## config.mk

```make
export PLATFORM = sky130hd
export DESIGN_NAME = mcvs_ctrl
export DESIGN_NICKNAME = d
export VERILOG_FILES = /design/src/hdl/mcvs_pkg.sv /design/src/hdl/mcvs_ctrl.sv
export SDC_FILE = /design/constraint.sdc
export NUM_CORES = 1
export LEC_CHECK = 0
export BUFFER_PORTS_ARGS = -buffer_cell sky130_fd_sc_hd__buf_4
export CORE_ASPECT_RATIO = 1.25
export CORE_MARGIN = 1
export CORE_UTILIZATION = 35
export CTS_CLUSTER_SIZE = 20
export DETAILED_ROUTE_END_ITERATION = 12
export SLEW_MARGIN = 0
export SYNTH_ARGS = -nofsm -noshare
export SYNTH_HDL_FRONTEND = slang
export SYNTH_SLANG_ARGS = --single-unit
```

## constraint.sdc

```tcl
create_clock -name i_clk -period 1.8 [get_ports i_clk]
set_input_delay 0.18 -clock i_clk [delete_from_list [all_inputs] [get_ports i_clk]]
set_output_delay 0.18 -clock i_clk [all_outputs]
set_load 0.02 [all_outputs]
```

## src/hdl/mcvs_pkg.sv

```systemverilog
package mcvs_pkg;

    // payload widths
    localparam int COST_W = 16;
    localparam int ACC_W  = 23;
    localparam int IDX_W  = 6;

    // configuration port
    localparam int CFG_W    = 7;
    localparam int APB_AW   = 3;
    localparam int APB_DW   = 32;
    localparam logic [CFG_W-1:0] CFG_DIM_RESET = 7'd64;

    // register index, taken from paddr bit 2
    localparam logic REG_COLS = 1'b0;
    localparam logic REG_ROWS = 1'b1;

    // step choice kept per cell
    typedef enum logic [1:0] {
        STEP_DOWN  = 2'd0,
        STEP_LEFT  = 2'd1,
        STEP_RIGHT = 2'd2
    } t_step;

    // commands from controller to datapath
    typedef struct packed {
        logic             load;
        logic             calc;
        logic             scan_rd;
        logic             scan_cmp;
        logic             scan_first;
        logic             emit;
        logic             step;
        logic             first_row;
        logic             has_left;
        logic             has_right;
        logic             last;
        logic [IDX_W-1:0] col;
        logic [IDX_W-1:0] row;
        logic [IDX_W-1:0] cols_m1;
    } t_ctl_cmd;

    // status from datapath to controller
    typedef struct packed {
        logic out_free;
    } t_dp_status;

endpackage

```

## src/hdl/mcvs_ctrl.sv

```systemverilog
module mcvs_ctrl #(
    parameter int MAX_COLS = 64,
    parameter int MAX_ROWS = 64
) (
    input  logic                  i_clk,
    input  logic                  i_rst_n,
    input  logic                  i_in_valid,
    output logic                  o_in_ready,
    input  logic                  i_cfg_wr,
    input  logic [((MAX_COLS > 1) ? $clog2(MAX_COLS) : 1)-1:0] i_cols_m1,
    input  logic [((MAX_ROWS > 1) ? $clog2(MAX_ROWS) : 1)-1:0] i_rows_m1,
    input  mcvs_pkg::t_dp_status  i_status,
    output mcvs_pkg::t_ctl_cmd    o_cmd
);
    import mcvs_pkg::*;

    localparam int CW = (MAX_COLS > 1) ? $clog2(MAX_COLS) : 1;
    localparam int RW = (MAX_ROWS > 1) ? $clog2(MAX_ROWS) : 1;

    typedef enum logic [2:0] {
        S_IDLE,
        S_CALC,
        S_SCAN_RD,
        S_SCAN_CMP,
        S_EMIT,
        S_STEP
    } t_state;

    t_state        r_state, n_state;
    logic [CW-1:0] r_col, n_col;
    logic [RW-1:0] r_row, n_row;
    logic [CW-1:0] r_scan, n_scan;
    logic [RW-1:0] r_walk, n_walk;
    logic          w_accept;

    assign o_in_ready = (r_state == S_IDLE);
    assign w_accept   = i_in_valid && o_in_ready;

    // next state and commands
    always_comb begin
        n_state = r_state;
        n_col   = r_col;
        n_row   = r_row;
        n_scan  = r_scan;
        n_walk  = r_walk;
        o_cmd   = '0;
        o_cmd.cols_m1   = IDX_W'(i_cols_m1);
        o_cmd.col       = IDX_W'(r_col);
        o_cmd.row       = IDX_W'(r_row);
        o_cmd.first_row = (r_row == '0);
        o_cmd.has_left  = (r_col != '0);
        o_cmd.has_right = (r_col != i_cols_m1);
        case (r_state)
            S_IDLE: begin
                if (w_accept) begin
                    o_cmd.load = 1'b1;
                    n_state    = S_CALC;
                end
            end
            S_CALC: begin
                o_cmd.calc = 1'b1;
                if (r_col == i_cols_m1) begin
                    n_col = '0;
                    if (r_row == i_rows_m1) begin
                        n_row   = '0;
                        n_scan  = '0;
                        n_state = S_SCAN_RD;
                    end else begin
                        n_row   = r_row + RW'(1);
                        n_state = S_IDLE;
                    end
                end else begin
                    n_col   = r_col + CW'(1);
                    n_state = S_IDLE;
                end
            end
            S_SCAN_RD: begin
                o_cmd.scan_rd = 1'b1;
                o_cmd.col     = IDX_W'(r_scan);
                n_state       = S_SCAN_CMP;
            end
            S_SCAN_CMP: begin
                o_cmd.scan_cmp   = 1'b1;
                o_cmd.col        = IDX_W'(r_scan);
                o_cmd.scan_first = (r_scan == '0);
                if (r_scan == i_cols_m1) begin
                    n_walk  = i_rows_m1;
                    n_state = S_EMIT;
                end else begin
                    n_scan  = r_scan + CW'(1);
                    n_state = S_SCAN_RD;
                end
            end
            S_EMIT: begin
                o_cmd.row  = IDX_W'(r_walk);
                o_cmd.last = (r_walk == '0);
                if (i_status.out_free) begin
                    o_cmd.emit = 1'b1;
                    n_state    = (r_walk == '0) ? S_IDLE : S_STEP;
                end
            end
            S_STEP: begin
                o_cmd.step = 1'b1;
                n_walk     = r_walk - RW'(1);
                n_state    = S_EMIT;
            end
            default: begin
                n_state = S_IDLE;
            end
        endcase
        // a register write restarts the map
        if (i_cfg_wr) begin
            n_col = '0;
            n_row = '0;
        end
    end

    // state and counters
    always_ff @(posedge i_clk) begin
        if (!i_rst_n) begin
            r_state <= S_IDLE;
            r_col   <= '0;
            r_row   <= '0;
            r_scan  <= '0;
            r_walk  <= '0;
        end else begin
            r_state <= n_state;
            r_col   <= n_col;
            r_row   <= n_row;
            r_scan  <= n_scan;
            r_walk  <= n_walk;
        end
    end

`ifndef ASSERT_OFF
    a_pos_in_map: assert property (@(posedge i_clk) disable iff (!i_rst_n)
        (r_col <= i_cols_m1) && (r_row <= i_rows_m1))
        else $error("cell position outside the map");

    a_scan_bound: assert property (@(posedge i_clk) disable iff (!i_rst_n)
        (r_state == S_SCAN_RD || r_state == S_SCAN_CMP) |-> (r_scan <= i_cols_m1))
        else $error("column scan past the last column");

    a_accept_calc: assert property (@(posedge i_clk) disable iff (!i_rst_n)
        w_accept |=> (r_state == S_CALC))
        else $error("accepted word not followed by update");

    a_walk_end: assert property (@(posedge i_clk) disable iff (!i_rst_n)
        (o_cmd.emit && o_cmd.last) |=> (r_state == S_IDLE))
        else $error("walk did not finish after row 0");
`endif

endmodule

```

==> flow_summary.yaml <==
logic_synthesis:
  synth-edff-count: 0
  synth-seq-cells: 27
  syn_area_per_cell_um2: 8.034
  synth_warnings: 0
  syn_nets: 260
  async_flop_share_pct: 0
  synthesis.instances: 235
  yosysSeqAreaShare_pct: 28.63
  synth_flop_cell: "dfxtp_1"
  yosysUniqueCellTypes: 54
  syn_area_um2: 1888
setup_path:
  criticalPathCategory: "reg2out"
  crit_required_ns: 1.62
  r2r_setup_slack_ns: 0.02
  arrival_ns: 1.61
  crit_path_end_kind: "primary output"
  cp_max_fo: 5
  critPathLaunchType: "register"
drt:
  wl_per_cell_um: 15.14
  first_pass_iters: 4
  routed_wl_mm: 5.649
  detail-route-antenna-nets: 0
  drtIter0Drc: 130
  drc: 0
  dr_total_vias: 1979
  vias_per_cell: 5.306
timing:
  setup_ws_ns: 0.006560
  relSlewSlack_pct: 61.78
  skew_ns: 0.005361
  finalCriticalPeriod_ns: 1.793
  setup_violations: 0
  hold-worst-slack_ns: 0.1840
  slew_viol_final: 0
  rsz0062_at_grt: "yes"
  hold_violations: 0
  fmaxAchievable_mhz: 557.6
  fin_setup_tns_ns: 0
  tightest_slew_ns: 0.5733
  period_share_pct: 99.64
flow_run:
  drv_cap: 0
final_layout:
  finish.net_count: 337
  synthToLayoutAreaGrowth_pct: 46.79
  fillers: 485
  drive_gt1_share_pct: 44.05
  n_antenna_cell: 0
global_route:
  grt_pass1_wl_mm: 8.700
  grt.overflow.total: 0
  grt.total_usage_pct: 19.77
  grt_pass1_vias: 1892
  grt_max_degree: 15
  grt_antenna_before_repair: 0
floorplanning:
  fp.dieH_um: 84.12
  core_area_um2: 5116
  chipWidth_um: 67.69
  dieArea_um2: 5694
  initial_utilization_pct: 36.90
  row_count: 29
  pin_count: 47
pwr:
  power.density_nw_per_um2: 408.7
  power_frac_seq_pct: 53.3
  sw_frac_of_total_pct: 26.40
  internal_power_w: 0.0008337
  irDropWorstVdd_v: 0.0002297
  clockPowerShare_pct: 31.6
  power.leakage_nw: 1.191
  combPwrFrac_pct: 15.1
  p_switching_w: 0.0002991
clocking:
  htreeDepth: 1
  path_clk_slew_ns: 0.10
  clockBufferDepth: 2
  cts_root_buffer: "clkbuf_8"
  cts_buffers: 3
  clock_latency_ns: 0.27
  cts_tree: "done"
  cts.sinks: 27
placed_design:
  preCtsSetupSlack_ns: -0.07999
  hpwl_mm: 4.018
  port_buffers: 46
  gp_congestion: 0.7771
status:
  status: "finished, final reports clean"
worst_hold_path:
  hold_path_class: "in2reg"
[flip-flops by register name, summed over array words and instances (netlist names)]
| register | count |
|---|---|
| r_row | 6 |
| r_col | 6 |
| r_walk | 6 |
| r_state | 3 |
| r_scan | 6 |
[timing repair]
action	4_1_cts	5_1_grt
hold buffers	0	0
gates cloned	0	1
gates resized for setup	15	37
buffers inserted	2	3
pin swaps	6	13
endpoints found under the setup margin	11	29
[cells by family (layout without fill, tap and decap cells)]
logic type               count (synthesis)  count (layout)  share of synthesized area, %
AND/OR/NAND/NOR                         86              86                         25.84
adder cells (fa/ha/maj)                  8               8                         5.302
flip-flops                              27              27                         28.63
buffers and inverters                   28             104                         7.023
XOR/XNOR                                21              21                         9.742
AO/OA/AOI/OAI                           56              56                         18.16
multiplexers                             9               9                         5.302
[through the flow]
stage,cell area [um^2],power [W],instances,utilization (%)
after floorplan,1888,0.0006977,235,-
after global placement,2486,0.0007766,363,48.59
after detailed placement,2486,0.0007767,363,48.59
after CTS,2597,0.001140,369,50.77
after global routing,2771,0.001181,373,54.17
final,2771,0.001133,373,54.17
[worst paths after layout]
| path | start | endpoint | cells past startpoint |
|---|---|---|---|
| max | r_col[0]$_SDFFE_PP0P_ | o_cmd[19] | 5 |
| max reg2reg | r_col[0]$_SDFFE_PP0P_ | r_row[5]$_SDFFE_PP0P_ | 5 |
| min | i_rows_m1[0] | r_walk[0]$_SDFFE_PN0P_ | 3 |
| min reg2reg | r_scan[0]$_SDFFE_PN0P_ | r_scan[0]$_SDFFE_PN0P_ | 2 |
[critical path: stages (launching register included)]
cell,delay (ns)
dfxtp_2,0.35
xor2_2,0.15
nor4_4,0.33
buf_4,0.19
nand2_1,0.12
buf_4,0.20
[cell type report]
class / instances / area (um^2) / area share, %
Multi-Input combinational cell: 180 / 1370 / 49.44
Timing Repair Buffer: 86 / 673.1 / 24.29
Sequential cell: 27 / 553.0 / 19.95
Tap cell: 62 / 77.57 / 2.799
Inverter: 14 / 52.55 / 1.896
Clock buffer: 4 / 45.04 / 1.625
[cells in the final DEF, fill, tap and decap left out, types with 7 or more instances in the layout]
cell      n
a21oi_1  21
buf_4    77
buf_6     8
dfxtp_1  19
dfxtp_2   7
ha_1      8
inv_1    11
nand2_1  19
nand3_1   8
nor2_1    7
nor3_1    9
o21ai_0  10
xor2_1   16
[metal layers]
layer	global-route usage, %	wire, um	up-vias
met1	24.00	2373	941
li1	-	-	994
met4	5.996	38	0
met3	1.503	187	2
met5	0	0	-
met2	35.46	3049	42
[power by group through the flow]
stage          sequential (W)  combinational [W]  clock, W
2_1_floorplan        0.000615          0.0000826         0
4_1_cts              0.000605           0.000162  0.000374
3_3_place_gp         0.000618           0.000158         0
3_5_place_dp         0.000618           0.000158         0
5_1_grt              0.000604           0.000185  0.000392
6_report             0.000604           0.000171  0.000358
[Yosys cell counts, types with 3 or more instances]
| master | instances | area [um^2] |
|---|---|---|
| a21oi_1 | 24 | 120.1 |
| a31oi_1 | 3 | 18.77 |
| and2_1 | 4 | 25.02 |
| and3_1 | 4 | 25.02 |
| buf_2 | 3 | 15.01 |
| buf_4 | 6 | 45.04 |
| clkbuf_1 | 4 | 15.01 |
| dfxtp_1 | 27 | 540.5 |
| ha_1 | 8 | 100.1 |
| inv_1 | 12 | 45.04 |
| mux2_2 | 8 | 90.09 |
| nand2_1 | 19 | 71.32 |
| nand2b_1 | 3 | 18.77 |
| nand3_1 | 10 | 50.05 |
| nor2_1 | 9 | 33.78 |
| nor3_1 | 10 | 50.05 |
| nor4_1 | 4 | 25.02 |
| o21ai_0 | 11 | 55.05 |
| xor2_1 | 20 | 175.2 |
No activity file was read; power rests on OpenSTA's default activity.
